`src/rtl/mrl_pkg.sv`:
```
// Shared types and constants of the modulated resonant lowpass.
// No dependencies.
`default_nettype none

package mrl_pkg;

  localparam int MUL_W = 40;
  typedef logic signed [MUL_W-1:0] w_t;
  typedef logic signed [2*MUL_W-1:0] prod_t;

  localparam w_t Q_ONE = 40'sd16777216;
  localparam w_t K_1P1 = 40'sd18454938;
  localparam w_t S_C1  = 40'sd26353589;
  localparam w_t S_C3  = 40'sd10764152;
  localparam w_t S_C5  = 40'sd1187765;
  localparam w_t SH_CENTER = 40'sd1000;

  localparam logic [31:0] NOISE_SEED = 32'hACE1ACE1;
  localparam logic [31:0] NOISE_MASK = 32'h80200003;
  localparam logic [11:0] REM_DIV    = 12'd2000;
  localparam logic [25:0] PHASE_ONE  = 26'd16777216;

  localparam int CFG_W = 27;

  typedef enum logic [2:0] {
    REG_BASE_CUTOFF  = 3'd0,
    REG_RESONANCE    = 3'd1,
    REG_INPUT_GAIN   = 3'd2,
    REG_ENV_DEPTH    = 3'd3,
    REG_ATTACK_COEF  = 3'd4,
    REG_RELEASE_COEF = 3'd5,
    REG_LFO_DEPTH    = 3'd6,
    REG_LFO_STEP     = 3'd7
  } reg_idx_t;

  typedef enum logic [4:0] {
    ST_IDLE,
    ST_ENV,
    ST_LFO_SEL,
    ST_SINE_X2,
    ST_SINE_P1,
    ST_SINE_P2,
    ST_SINE_P3,
    ST_LFO_VAL,
    ST_SH_REM,
    ST_SH_VAL,
    ST_CUT,
    ST_T1,
    ST_T2,
    ST_T3,
    ST_IN1,
    ST_IN2,
    ST_BAND,
    ST_LOW,
    ST_OUT
  } state_t;

  function automatic logic signed [31:0] sat32(input w_t v);
    if (v > 40'sd2147483647) return 32'sh7FFFFFFF;
    if (v < -40'sd2147483648) return 32'sh80000000;
    return v[31:0];
  endfunction

endpackage

`default_nettype wire

```
`src/rtl/mrl_channels.sv`:
```
// Handshake channels of the modulated resonant lowpass.
// Independent of the package.
`default_nettype none

interface mrl_in_if;
  logic               valid;
  logic               ready;
  logic signed [23:0] left_sample;
  logic signed [23:0] right_sample;
  modport source (output valid, left_sample, right_sample, input ready);
  modport sink   (input valid, left_sample, right_sample, output ready);
endinterface

interface mrl_out_if;
  logic               valid;
  logic               ready;
  logic signed [23:0] mono_out;
  modport source (output valid, mono_out, input ready);
  modport sink   (input valid, mono_out, output ready);
endinterface

`default_nettype wire

```
`src/rtl/mrl_mul.sv`:
```
// Bit-serial signed multiplier, one multiplier bit per cycle.
// Depends on mrl_pkg.
`default_nettype none

module mrl_mul import mrl_pkg::*; (
  input  wire logic clk,
  input  wire logic rst,
  input  wire logic start,
  input  wire w_t   a,
  input  wire w_t   b,
  output logic      done,
  output prod_t     prod
);

  localparam int CNT_W = $clog2(MUL_W);

  logic                    busy;
  logic [CNT_W-1:0]        cnt;
  w_t                      a_reg;
  logic signed [MUL_W:0]   acc_hi;
  logic [MUL_W-1:0]        acc_lo;
  logic                    last;
  logic signed [MUL_W:0]   addend;
  logic signed [MUL_W:0]   sum;

  always_comb begin
    last = (cnt == CNT_W'(MUL_W - 1));
    if (!acc_lo[0]) begin
      addend = '0;
    end else if (last) begin
      addend = -(MUL_W+1)'(a_reg);
    end else begin
      addend = (MUL_W+1)'(a_reg);
    end
    sum = acc_hi + addend;
  end

  always_ff @(posedge clk) begin
    if (rst) begin
      busy <= 1'b0;
      done <= 1'b0;
      cnt  <= '0;
    end else begin
      done <= 1'b0;
      if (start) begin
        busy   <= 1'b1;
        cnt    <= '0;
        a_reg  <= a;
        acc_hi <= '0;
        acc_lo <= b;
      end else if (busy) begin
        // shift the partial product right one place per step
        acc_hi <= {sum[MUL_W], sum[MUL_W:1]};
        acc_lo <= {sum[0], acc_lo[MUL_W-1:1]};
        cnt    <= cnt + 1'b1;
        if (last) begin
          busy <= 1'b0;
          done <= 1'b1;
        end
      end
    end
  end

  assign prod = {acc_hi[MUL_W-1:0], acc_lo};

endmodule

`default_nettype wire

```
`src/rtl/mrl_urem.sv`:
```
// Bit-serial remainder of a 32-bit word by the sample-and-hold modulus.
// Depends on mrl_pkg.
`default_nettype none

module mrl_urem import mrl_pkg::*; (
  input  wire logic        clk,
  input  wire logic        rst,
  input  wire logic        start,
  input  wire logic [31:0] value,
  output logic             done,
  output logic [10:0]      rem
);

  logic        busy;
  logic [4:0]  cnt;
  logic [31:0] sh;
  logic [11:0] trial;
  logic [11:0] reduced;

  always_comb begin
    trial   = {rem, sh[31]};
    reduced = (trial >= REM_DIV) ? trial - REM_DIV : trial;
  end

  always_ff @(posedge clk) begin
    if (rst) begin
      busy <= 1'b0;
      done <= 1'b0;
      cnt  <= '0;
    end else begin
      done <= 1'b0;
      if (start) begin
        busy <= 1'b1;
        cnt  <= '0;
        sh   <= value;
        rem  <= '0;
      end else if (busy) begin
        rem <= reduced[10:0];
        sh  <= {sh[30:0], 1'b0};
        cnt <= cnt + 1'b1;
        if (cnt == 5'd31) begin
          busy <= 1'b0;
          done <= 1'b1;
        end
      end
    end
  end

endmodule

`default_nettype wire

```
`src/rtl/modulated_resonant_lowpass_unit.sv`:
```
// Modulated resonant lowpass: sequencer, state and datapath around the
// shared bit-serial multiplier and remainder units. Depends on mrl_pkg,
// mrl_channels, mrl_mul and mrl_urem.
//
// Use: each beat on the samples channel carries a stereo pair; each beat on
// the result channel carries one filtered mono sample, one per input beat,
// in order. Registers are written through cfg_we/cfg_index/cfg_data; the
// user must write them only while the block is idle, which the block itself
// does not enforce. One item at a time: every multiply goes through the one
// bit-serial multiplier. An item needs 14 multiplies with the sine LFO, 9
// with a held sample-and-hold value, and 10 plus a remainder pass when a new
// value is drawn.
// The input is taken again as soon as the sequencer is back in idle, even
// while the previous result still sits in the output register; a stalled
// receiver holds the result and blocks only the next output load.
// Reset (synchronous, active high) restores the register defaults, clears
// the filter, envelope and LFO state and seeds the noise register.
`default_nettype none

module modulated_resonant_lowpass_unit import mrl_pkg::*; #(
  parameter int FILTER_MAX      = 16609443,
  parameter int TRIGGER_LEVEL   = 0,
  parameter int SINE_TABLE_BITS = 10
) (
  input  wire logic             clk,
  input  wire logic             rst,
  input  wire logic             cfg_we,
  input  wire logic [2:0]       cfg_index,
  input  wire logic [CFG_W-1:0] cfg_data,
  mrl_in_if.sink                samples,
  mrl_out_if.source             result
);

  localparam int N = SINE_TABLE_BITS;
  localparam w_t F_MAX = w_t'(FILTER_MAX);

  // configuration
  logic signed [25:0] base_cutoff;
  logic [23:0]        resonance;
  logic [26:0]        input_gain;
  logic signed [24:0] env_depth;
  logic [24:0]        attack_coef;
  logic [24:0]        release_coef;
  logic signed [24:0] lfo_depth;
  logic [24:0]        lfo_step;

  // state
  state_t             state, state_next;
  logic               issued;
  logic signed [25:0] a_reg;
  logic [25:0]        level;
  logic [30:0]        envelope;
  logic signed [31:0] lfo_value;
  logic [25:0]        lfo_phase;
  logic signed [31:0] band_state;
  logic signed [31:0] low_state;
  logic               above_threshold;
  logic [31:0]        noise_register;
  logic [10:0]        rem;
  logic [24:0]        f;
  w_t                 x2;
  w_t                 tq;
  w_t                 inner;
  logic               out_valid;
  logic signed [23:0] mono_out;

  // units
  logic        mul_start, mul_done, rem_start, rem_done;
  w_t          mul_a, mul_b;
  prod_t       mul_prod;
  logic [10:0] rem_val;

  mrl_mul u_mul (
    .clk(clk), .rst(rst), .start(mul_start), .a(mul_a), .b(mul_b),
    .done(mul_done), .prod(mul_prod)
  );

  mrl_urem u_urem (
    .clk(clk), .rst(rst), .start(rem_start), .value(noise_register),
    .done(rem_done), .rem(rem_val)
  );

  // datapath helpers
  w_t                 r_q, r_raw;
  logic               hold, level_gt, sh_due, load_out;
  logic [N-1:0]       idx;
  logic [1:0]         quad;
  w_t                 x;
  w_t                 env_cand, f_sum, diff_bl;
  logic [30:0]        env_new;
  logic [31:0]        noise_next;
  logic signed [30:0] low_half;
  logic signed [25:0] a_new;
  logic signed [24:0] lr_sum;

  always_comb begin
    r_q      = mul_prod[MUL_W+23:24];
    r_raw    = mul_prod[MUL_W-1:0];
    hold     = lfo_depth < 0;
    level_gt = {5'b0, level} > envelope;
    sh_due   = lfo_phase > PHASE_ONE;
    idx      = lfo_phase[23 -: N];
    quad     = idx[N-1 -: 2];
    x        = w_t'({idx[N-3:0], {(26-N){1'b0}}});
    if (quad[0]) x = Q_ONE - x;
    if (TRIGGER_LEVEL == 0) begin
      env_cand = level_gt ? w_t'(envelope) + r_q : r_q;
    end else begin
      env_cand = level_gt ? w_t'(level) : r_q;
    end
    if (env_cand < 0) begin
      env_new = '0;
    end else if (env_cand > 40'sd2147483647) begin
      env_new = '1;
    end else begin
      env_new = env_cand[30:0];
    end
    f_sum   = w_t'(base_cutoff) + r_q + w_t'(lfo_value);
    diff_bl = w_t'(band_state) - w_t'(low_state);
    noise_next = noise_register[0] ? ({1'b0, noise_register[31:1]} ^ NOISE_MASK)
                                   : {1'b0, noise_register[31:1]};
    low_half = low_state[31:1];
    lr_sum   = 25'(samples.left_sample) + 25'(samples.right_sample);
    a_new    = {lr_sum, 1'b0};
  end

  // next state
  always_comb begin
    state_next = state;
    case (state)
      ST_IDLE:    if (samples.valid) state_next = ST_ENV;
      ST_ENV:     if (mul_done) state_next = ST_LFO_SEL;
      ST_LFO_SEL: begin
        if (!hold) state_next = ST_SINE_X2;
        else if (sh_due) state_next = ST_SH_REM;
        else state_next = ST_CUT;
      end
      ST_SINE_X2: if (mul_done) state_next = ST_SINE_P1;
      ST_SINE_P1: if (mul_done) state_next = ST_SINE_P2;
      ST_SINE_P2: if (mul_done) state_next = ST_SINE_P3;
      ST_SINE_P3: if (mul_done) state_next = ST_LFO_VAL;
      ST_LFO_VAL: if (mul_done) state_next = ST_CUT;
      ST_SH_REM:  if (rem_done) state_next = ST_SH_VAL;
      ST_SH_VAL:  if (mul_done) state_next = ST_CUT;
      ST_CUT:     if (mul_done) state_next = ST_T1;
      ST_T1:      if (mul_done) state_next = ST_T2;
      ST_T2:      if (mul_done) state_next = ST_T3;
      ST_T3:      if (mul_done) state_next = ST_IN1;
      ST_IN1:     if (mul_done) state_next = ST_IN2;
      ST_IN2:     if (mul_done) state_next = ST_BAND;
      ST_BAND:    if (mul_done) state_next = ST_LOW;
      ST_LOW:     if (mul_done) state_next = ST_OUT;
      ST_OUT:     if (load_out) state_next = ST_IDLE;
      default:    state_next = ST_IDLE;
    endcase
  end

  // outputs of the sequencer
  always_comb begin
    mul_a     = '0;
    mul_b     = '0;
    mul_start = 1'b0;
    rem_start = 1'b0;
    samples.ready = (state == ST_IDLE);
    load_out  = (state == ST_OUT) && (!out_valid || result.ready);
    case (state)
      ST_ENV: begin
        if (level_gt) begin
          mul_a = w_t'(attack_coef);
          mul_b = w_t'(level) - w_t'(envelope);
        end else begin
          mul_a = w_t'(envelope);
          mul_b = w_t'(release_coef);
        end
      end
      ST_SINE_X2: begin mul_a = x;                mul_b = x;             end
      ST_SINE_P1: begin mul_a = S_C5;             mul_b = x2;            end
      ST_SINE_P2: begin mul_a = tq;               mul_b = x2;            end
      ST_SINE_P3: begin mul_a = tq;               mul_b = x;             end
      ST_LFO_VAL: begin mul_a = w_t'(lfo_depth);  mul_b = tq;            end
      ST_SH_VAL:  begin
        mul_a = -w_t'(lfo_depth);
        mul_b = w_t'(rem) - SH_CENTER;
      end
      ST_CUT:     begin mul_a = w_t'(env_depth);  mul_b = w_t'(envelope); end
      ST_T1:      begin mul_a = K_1P1;            mul_b = w_t'(f);       end
      ST_T2:      begin mul_a = w_t'(f);          mul_b = tq;            end
      ST_T3:      begin mul_a = w_t'(resonance);  mul_b = tq;            end
      ST_IN1:     begin mul_a = w_t'(input_gain); mul_b = w_t'(a_reg);   end
      ST_IN2:     begin mul_a = tq;               mul_b = diff_bl;       end
      ST_BAND:    begin mul_a = w_t'(f);          mul_b = inner;         end
      ST_LOW:     begin mul_a = w_t'(f);          mul_b = diff_bl;       end
      default: ;
    endcase
    case (state)
      ST_IDLE, ST_LFO_SEL, ST_OUT: ;
      ST_SH_REM: rem_start = !issued;
      default:   mul_start = !issued;
    endcase
  end

  always_ff @(posedge clk) begin
    if (rst) begin
      state           <= ST_IDLE;
      issued          <= 1'b0;
      out_valid       <= 1'b0;
      base_cutoff     <= 26'sd2516582;
      resonance       <= 24'd14000000;
      input_gain      <= 27'd8388608;
      env_depth       <= 25'sd1342177;
      attack_coef     <= 25'd16395300;
      release_coef    <= 25'd16776000;
      lfo_depth       <= 25'sd1342177;
      lfo_step        <= 25'd1000;
      envelope        <= '0;
      lfo_value       <= '0;
      lfo_phase       <= '0;
      band_state      <= '0;
      low_state       <= '0;
      above_threshold <= 1'b0;
      noise_register  <= NOISE_SEED;
    end else begin
      state <= state_next;
      if (mul_start || rem_start) issued <= 1'b1;
      else if (mul_done || rem_done) issued <= 1'b0;

      if (cfg_we) begin
        case (reg_idx_t'(cfg_index))
          REG_BASE_CUTOFF:  base_cutoff  <= cfg_data[25:0];
          REG_RESONANCE:    resonance    <= cfg_data[23:0];
          REG_INPUT_GAIN:   input_gain   <= cfg_data[26:0];
          REG_ENV_DEPTH:    env_depth    <= cfg_data[24:0];
          REG_ATTACK_COEF:  attack_coef  <= cfg_data[24:0];
          REG_RELEASE_COEF: release_coef <= cfg_data[24:0];
          REG_LFO_DEPTH:    lfo_depth    <= cfg_data[24:0];
          REG_LFO_STEP:     lfo_step     <= cfg_data[24:0];
          default: ;
        endcase
      end

      if (state == ST_IDLE && samples.valid) begin
        a_reg <= a_new;
        level <= (a_new < 0) ? 26'(-a_new) : a_new;
      end

      if (mul_done) begin
        case (state)
          ST_ENV: begin
            envelope <= env_new;
            if (TRIGGER_LEVEL != 0) begin
              // retrigger the sample-and-hold on a rising crossing
              if (32'(env_new) > 32'(TRIGGER_LEVEL) && !above_threshold && hold)
                lfo_phase <= 26'(2 * 16777216);
              above_threshold <= 32'(env_new) > 32'(TRIGGER_LEVEL);
            end
          end
          ST_SINE_X2: x2 <= r_q;
          ST_SINE_P1: tq <= S_C3 - r_q;
          ST_SINE_P2: tq <= S_C1 - r_q;
          ST_SINE_P3: tq <= quad[1] ? -r_q : r_q;
          ST_LFO_VAL: begin
            lfo_value <= r_q[31:0];
            lfo_phase <= {2'b00, lfo_phase[23:0] + lfo_step[23:0]};
          end
          ST_SH_VAL: begin
            lfo_value <= sat32(r_raw);
            lfo_phase <= 26'(lfo_step);
          end
          ST_CUT: begin
            if (f_sum < 0) f <= '0;
            else if (f_sum > F_MAX) f <= 25'(FILTER_MAX);
            else f <= f_sum[24:0];
          end
          ST_T1:   tq <= Q_ONE + r_q;
          ST_T2:   tq <= Q_ONE + r_q;
          ST_T3:   tq <= w_t'(resonance) + r_q;
          ST_IN1:  inner <= r_q - w_t'(band_state);
          ST_IN2:  inner <= inner + r_q;
          ST_BAND: band_state <= sat32(w_t'(band_state) + r_q);
          ST_LOW:  low_state <= sat32(w_t'(low_state) + r_q);
          default: ;
        endcase
      end

      if (state == ST_LFO_SEL && hold) begin
        if (sh_due) noise_register <= noise_next;
        else lfo_phase <= 26'(lfo_phase + 26'(lfo_step));
      end
      if (state == ST_SH_REM && rem_done) rem <= rem_val;

      if (load_out) begin
        out_valid <= 1'b1;
        if (low_half > 31'sd8388607) mono_out <= 24'sh7FFFFF;
        else if (low_half < -31'sd8388608) mono_out <= 24'sh800000;
        else mono_out <= low_half[23:0];
      end else if (result.ready) begin
        out_valid <= 1'b0;
      end
    end
  end

  assign result.valid    = out_valid;
  assign result.mono_out = mono_out;

endmodule

`default_nettype wire

```
`src/flat_wrapper.sv`:
```
// flat-port wrapper written by rule: the top's interface ports become plain ports
module modulated_resonant_lowpass_unit_flat import mrl_pkg::*;
#(
  parameter int FILTER_MAX      = 16609443,
  parameter int TRIGGER_LEVEL   = 0,
  parameter int SINE_TABLE_BITS = 10
)
  (clk, rst, cfg_we, cfg_index, cfg_data, samples_valid, samples_left_sample, samples_right_sample, samples_ready, result_valid, result_mono_out, result_ready);
  mrl_in_if samples_i ();
  mrl_out_if result_i ();
  input  wire logic clk;
  input  wire logic rst;
  input  wire logic cfg_we;
  input  wire logic [2:0] cfg_index;
  input  wire logic [CFG_W-1:0] cfg_data;
  input wire logic [$bits(samples_i.valid)-1:0] samples_valid;
  input wire logic [$bits(samples_i.left_sample)-1:0] samples_left_sample;
  input wire logic [$bits(samples_i.right_sample)-1:0] samples_right_sample;
  output wire logic [$bits(samples_i.ready)-1:0] samples_ready;
  output wire logic [$bits(result_i.valid)-1:0] result_valid;
  output wire logic [$bits(result_i.mono_out)-1:0] result_mono_out;
  input wire logic [$bits(result_i.ready)-1:0] result_ready;
  assign samples_i.valid = samples_valid;
  assign samples_i.left_sample = samples_left_sample;
  assign samples_i.right_sample = samples_right_sample;
  assign samples_ready = samples_i.ready;
  assign result_valid = result_i.valid;
  assign result_mono_out = result_i.mono_out;
  assign result_i.ready = result_ready;
  modulated_resonant_lowpass_unit #(.FILTER_MAX(FILTER_MAX), .TRIGGER_LEVEL(TRIGGER_LEVEL), .SINE_TABLE_BITS(SINE_TABLE_BITS)) u_core (.clk(clk), .rst(rst), .cfg_we(cfg_we), .cfg_index(cfg_index), .cfg_data(cfg_data), .samples(samples_i), .result(result_i));
endmodule
```
`config.mk`:
```
export PLATFORM = sky130hd
export DESIGN_NAME = modulated_resonant_lowpass_unit_flat
export DESIGN_NICKNAME = d
export VERILOG_FILES = /design/src/rtl/mrl_pkg.sv /design/src/rtl/mrl_channels.sv /design/src/rtl/mrl_mul.sv /design/src/rtl/mrl_urem.sv /design/src/rtl/modulated_resonant_lowpass_unit.sv /design/src/flat_wrapper.sv
export SDC_FILE = /design/constraint.sdc
export NUM_CORES = 2
export LEC_CHECK = 0
export BUFFER_PORTS_ARGS = -buffer_cell sky130_fd_sc_hd__buf_2
export CAP_MARGIN = 20
export CORE_MARGIN = 8
export CORE_UTILIZATION = 55
export DETAILED_ROUTE_END_ITERATION = 8
export HOLD_SLACK_MARGIN = 0.05
export PLACE_DENSITY = 0.77
export SETUP_SLACK_MARGIN = 0.15
export SLEW_MARGIN = 20
export SYNTH_ARGS = -nofsm -noshare
export SYNTH_HDL_FRONTEND = slang
export SYNTH_SLANG_ARGS = --single-unit
```
`constraint.sdc`:
```
create_clock -name clk -period 6.9 [get_ports clk]
set_input_delay 0.69 -clock clk [delete_from_list [all_inputs] [get_ports clk]]
set_output_delay 0.69 -clock clk [all_outputs]
set_load 0.01 [all_outputs]
```
==> impl_metrics.json <==
{
  "synth_top_area_share_pct": 19.98,
  "power_uw": 21260,
  "rrSetupSlack_ns": 0.59,
  "antenna_found_initial": 27,
  "run_status": "finished, final reports clean",
  "cts_made_buffers": 95,
  "syn-cell-area_um2": 58910,
  "setup_violations": 0,
  "seqCellArea_um2": 19960,
  "die_w_um": 343.3,
  "synth-xor-area-share_pct": 6.467,
  "cp-endpoint": "u_core.inner[39]$_DFFE_PP_",
  "firstDrtPassIters": 9,
  "yosys.area_share.simple_pct": 20.19,
  "pin_count": 109,
  "wl_per_cell_um": 29.31,
  "crit_start": "u_core.band_state[2]$_SDFFE_PP0P_",
  "timing.final.crit_share_pct": 91.39,
  "maxCapViolCount": 0,
  "clk-insertion-delay-late_ns": 0.73,
  "cp.arrival_ns": 6.78,
  "worst_setup_path_end_kind": "flop",
  "gp_congestion": 1.057,
  "synth_nets": 7541,
  "worst_pin_slew_ns": 1.204,
  "synthArstFlopShare_pct": 0,
  "drt-total-wl_mm": 249.5,
  "critPathLaunchType": "flop",
  "synth_top_family_by_area": "compound AO/OA/AOI/OAI gates",
  "port_buffers": 108,
  "die_h_um": 343.3,
  "first_global_vias": 53182,
  "core-area_um2": 106600,
  "root_buffer": "clkbuf_16",
  "num_vias": 58118,
  "cp.required_ns": 7.38,
  "post-dp-hpwl_mm": 185.0,
  "path_cells": "or4_1 -> nor4_2 -> nand3b_1 -> or4_1 -> or4_1 -> or3_1 -> xnor2_1 -> a21oi_1 -> ha_1 -> a21oi_1 -> nor2b_1 -> o21ai_0 -> nand2b_1 -> a21o_1 -> a221o_1 -> a2111oi_0 -> buf_4 -> o31ai_1 -> a221o_1 -> a21oi_1 -> xnor2_1",
  "critical_path_class": "reg -> reg",
  "slowest_stage": "or4_1",
  "fin_skew_ns": 0.03744,
  "grt_first_pass_wirelength_mm": 357.8,
  "drv_slew": 0,
  "drt_iter0_markers": 8007,
  "gr-total-overflow": 0,
  "multiInputGateArea_um2": 37050,
  "rsz0062_at_grt": "no",
  "cts_tree": "done",
  "antenna_left": 0,
  "synth_mux_area_share_pct": 1.489,
  "ctsHtreeMaxLevel": 3,
  "final_nets": 7520,
  "hp-class": "in -> reg",
  "vias_per_cell": 6.828,
  "ff2ff_path_depth": 21,
  "path_max_fanout": 7,
  "syn_to_final_growth_pct": 9.679,
  "dominantRegCellSynth": "dfxtp_1",
  "p_leak_uw": 0.02579,
  "row_count": 120,
  "max_stage_delay_ns": 0.64,
  "irDropWorstVdd_v": 0.0002856,
  "grt_start_max_net_pins": 175,
  "synth_compound_area_share_pct": 24.51,
  "drc": 0,
  "die_area_um2": 117800,
  "hold_viol_final": 0,
  "synth_common_cells": "926 x nand2_1, 712 x a21oi_1, 638 x nor2_1, 409 x dfxtp_1, 392 x edfxtp_1",
  "post-cts-setup-buffers": 0,
  "synth-edff-count": 392,
  "grt_use_total_pct": 40.67,
  "synth_cells": 7034,
  "fillCellCount": 9433,
  "p_per_area_nw_per_um2": 329.1,
  "yosysMostFrequentCell": "nand2_1",
  "r2r-start": "u_core.band_state[2]$_SDFFE_PP0P_",
  "yosysSeqAreaShare_pct": 33.88,
  "synthDistinctLibCells": 97,
  "clkTransAtPathRegs_ns": 0.06,
  "initial_core_util_pct": 55.26,
  "cts_resized": 0,
  "cts-hold-fix-buffers": 0,
  "fin_crit_ns": 6.306,
  "yosys-top-cells-area": "edfxtp_1 20%, dfxtp_1 14%, ha_1 7.9%",
  "clock_path_buffers": 3,
  "avgSynthCellArea_um2": 8.375,
  "worstReg2RegEnd": "u_core.inner[39]$_DFFE_PP_",
  "synth_fa_ha_area_share_pct": 9.643,
  "tns_ns": 0,
  "synth_area_leader_cell": "edfxtp_1",
  "fmax_ghz": 0.1586,
  "synth.ff_latch_count": 801,
  "slew_headroom_pct": 19.17,
  "drive_gt1_share_pct": 8.531,
  "cts.sinks": 801,
  "yosysWarnings": 0
}
==> power breakdown <==
group          switching [µW]  internal (µW)
sequential                688           5720
clock                    2250           2990
combinational            6490           3130
==> logic make-up (layout without fill, tap and decap cells) <==
| family | Yosys count | after routing |
|---|---|---|
| simple gates | 2520 | 2520 |
| buf+inv | 587 | 645 |
| other cells | 1 | 18 |
| flops | 801 | 801 |
| mux | 83 | 83 |
| fa+ha+maj | 424 | 424 |
| compound gates | 2183 | 2183 |
| xor+xnor | 435 | 435 |
==> metrics by stage <==
step	cells	utilization [%]	hold WS [ns]	area, µm²	setup WS, ns
after floorplan	7034	-	0.4270	58910	1.157
after global placement	8318	57.52	0.4412	61320	0.5994
after detailed placement	8318	57.52	0.4463	61320	0.6161
after CTS	8494	60.52	0.1820	64510	0.6072
after global routing	8495	60.57	0.2032	64570	0.2314
final	8512	60.61	0.2127	64610	0.5941
==> cell type report <==
type                    instances  area share (%)
clock buffers                 120           4.028
clock inverters                56          0.9140
diodes                         17         0.06584
repair buffers                288           2.982
multi-input cells            5646           57.35
flip-flops and latches        801           30.89
inverters                     181           1.052
well taps                    1403           2.717
==> worst min path at each step <==
stage / from / end / slack [ns] / cells past startpoint
2_1_floorplan: u_core.u_urem.rem[10]$_SDFFCE_PP0P_ / u_core.rem[10]$_DFFE_PP_ / 0.43 / 0
3_3_place_gp: u_core.input_gain[0]$_SDFFE_PP0P_ / u_core.input_gain[0]$_SDFFE_PP0P_ / 0.44 / 2
3_5_place_dp: u_core.input_gain[18]$_SDFFE_PP0P_ / u_core.input_gain[18]$_SDFFE_PP0P_ / 0.45 / 2
4_1_cts: cfg_data[26] / u_core.input_gain[26]$_SDFFE_PP0P_ / 0.18 / 3
5_1_grt: cfg_data[26] / u_core.input_gain[26]$_SDFFE_PP0P_ / 0.20 / 3
6_report: cfg_data[26] / u_core.input_gain[26]$_SDFFE_PP0P_ / 0.21 / 3
==> cells in the final DEF, fill, tap and decap left out, types with 107 or more instances in the layout <==
cell type / count
a21o_1: 220
a21oi_1: 708
buf_2: 107
buf_4: 178
dfxtp_1: 409
edfxtp_1: 392
ha_1: 374
inv_1: 181
nand2_1: 924
nand3_1: 116
nor2_1: 624
nor3_1: 144
o21ai_0: 331
xnor2_1: 245
xor2_1: 189
==> worst max-delay path: cells and delay by family, from the launching register on <==
kind / cells / cell delay (ns)
xor+xnor: 2 / 0.27
compound gates: 9 / 2.03
flops: 1 / 0.38
buf+inv: 1 / 0.19
simple gates: 8 / 2.80
fa+ha+maj: 1 / 0.40
==> per-layer routing <==
| metal | track usage, % | vias to the layer above | share of wire (%) |
|---|---|---|---|
| met5 | 0 | - | 0.044 |
| met1 | 52.00 | 27585 | 38 |
| met2 | 57.22 | 3692 | 40 |
| li1 | - | 25945 | - |
| met4 | 29.57 | 18 | 8.7 |
| met3 | 13.21 | 878 | 13 |
Note: power is estimated with default switching activity, not from simulation.
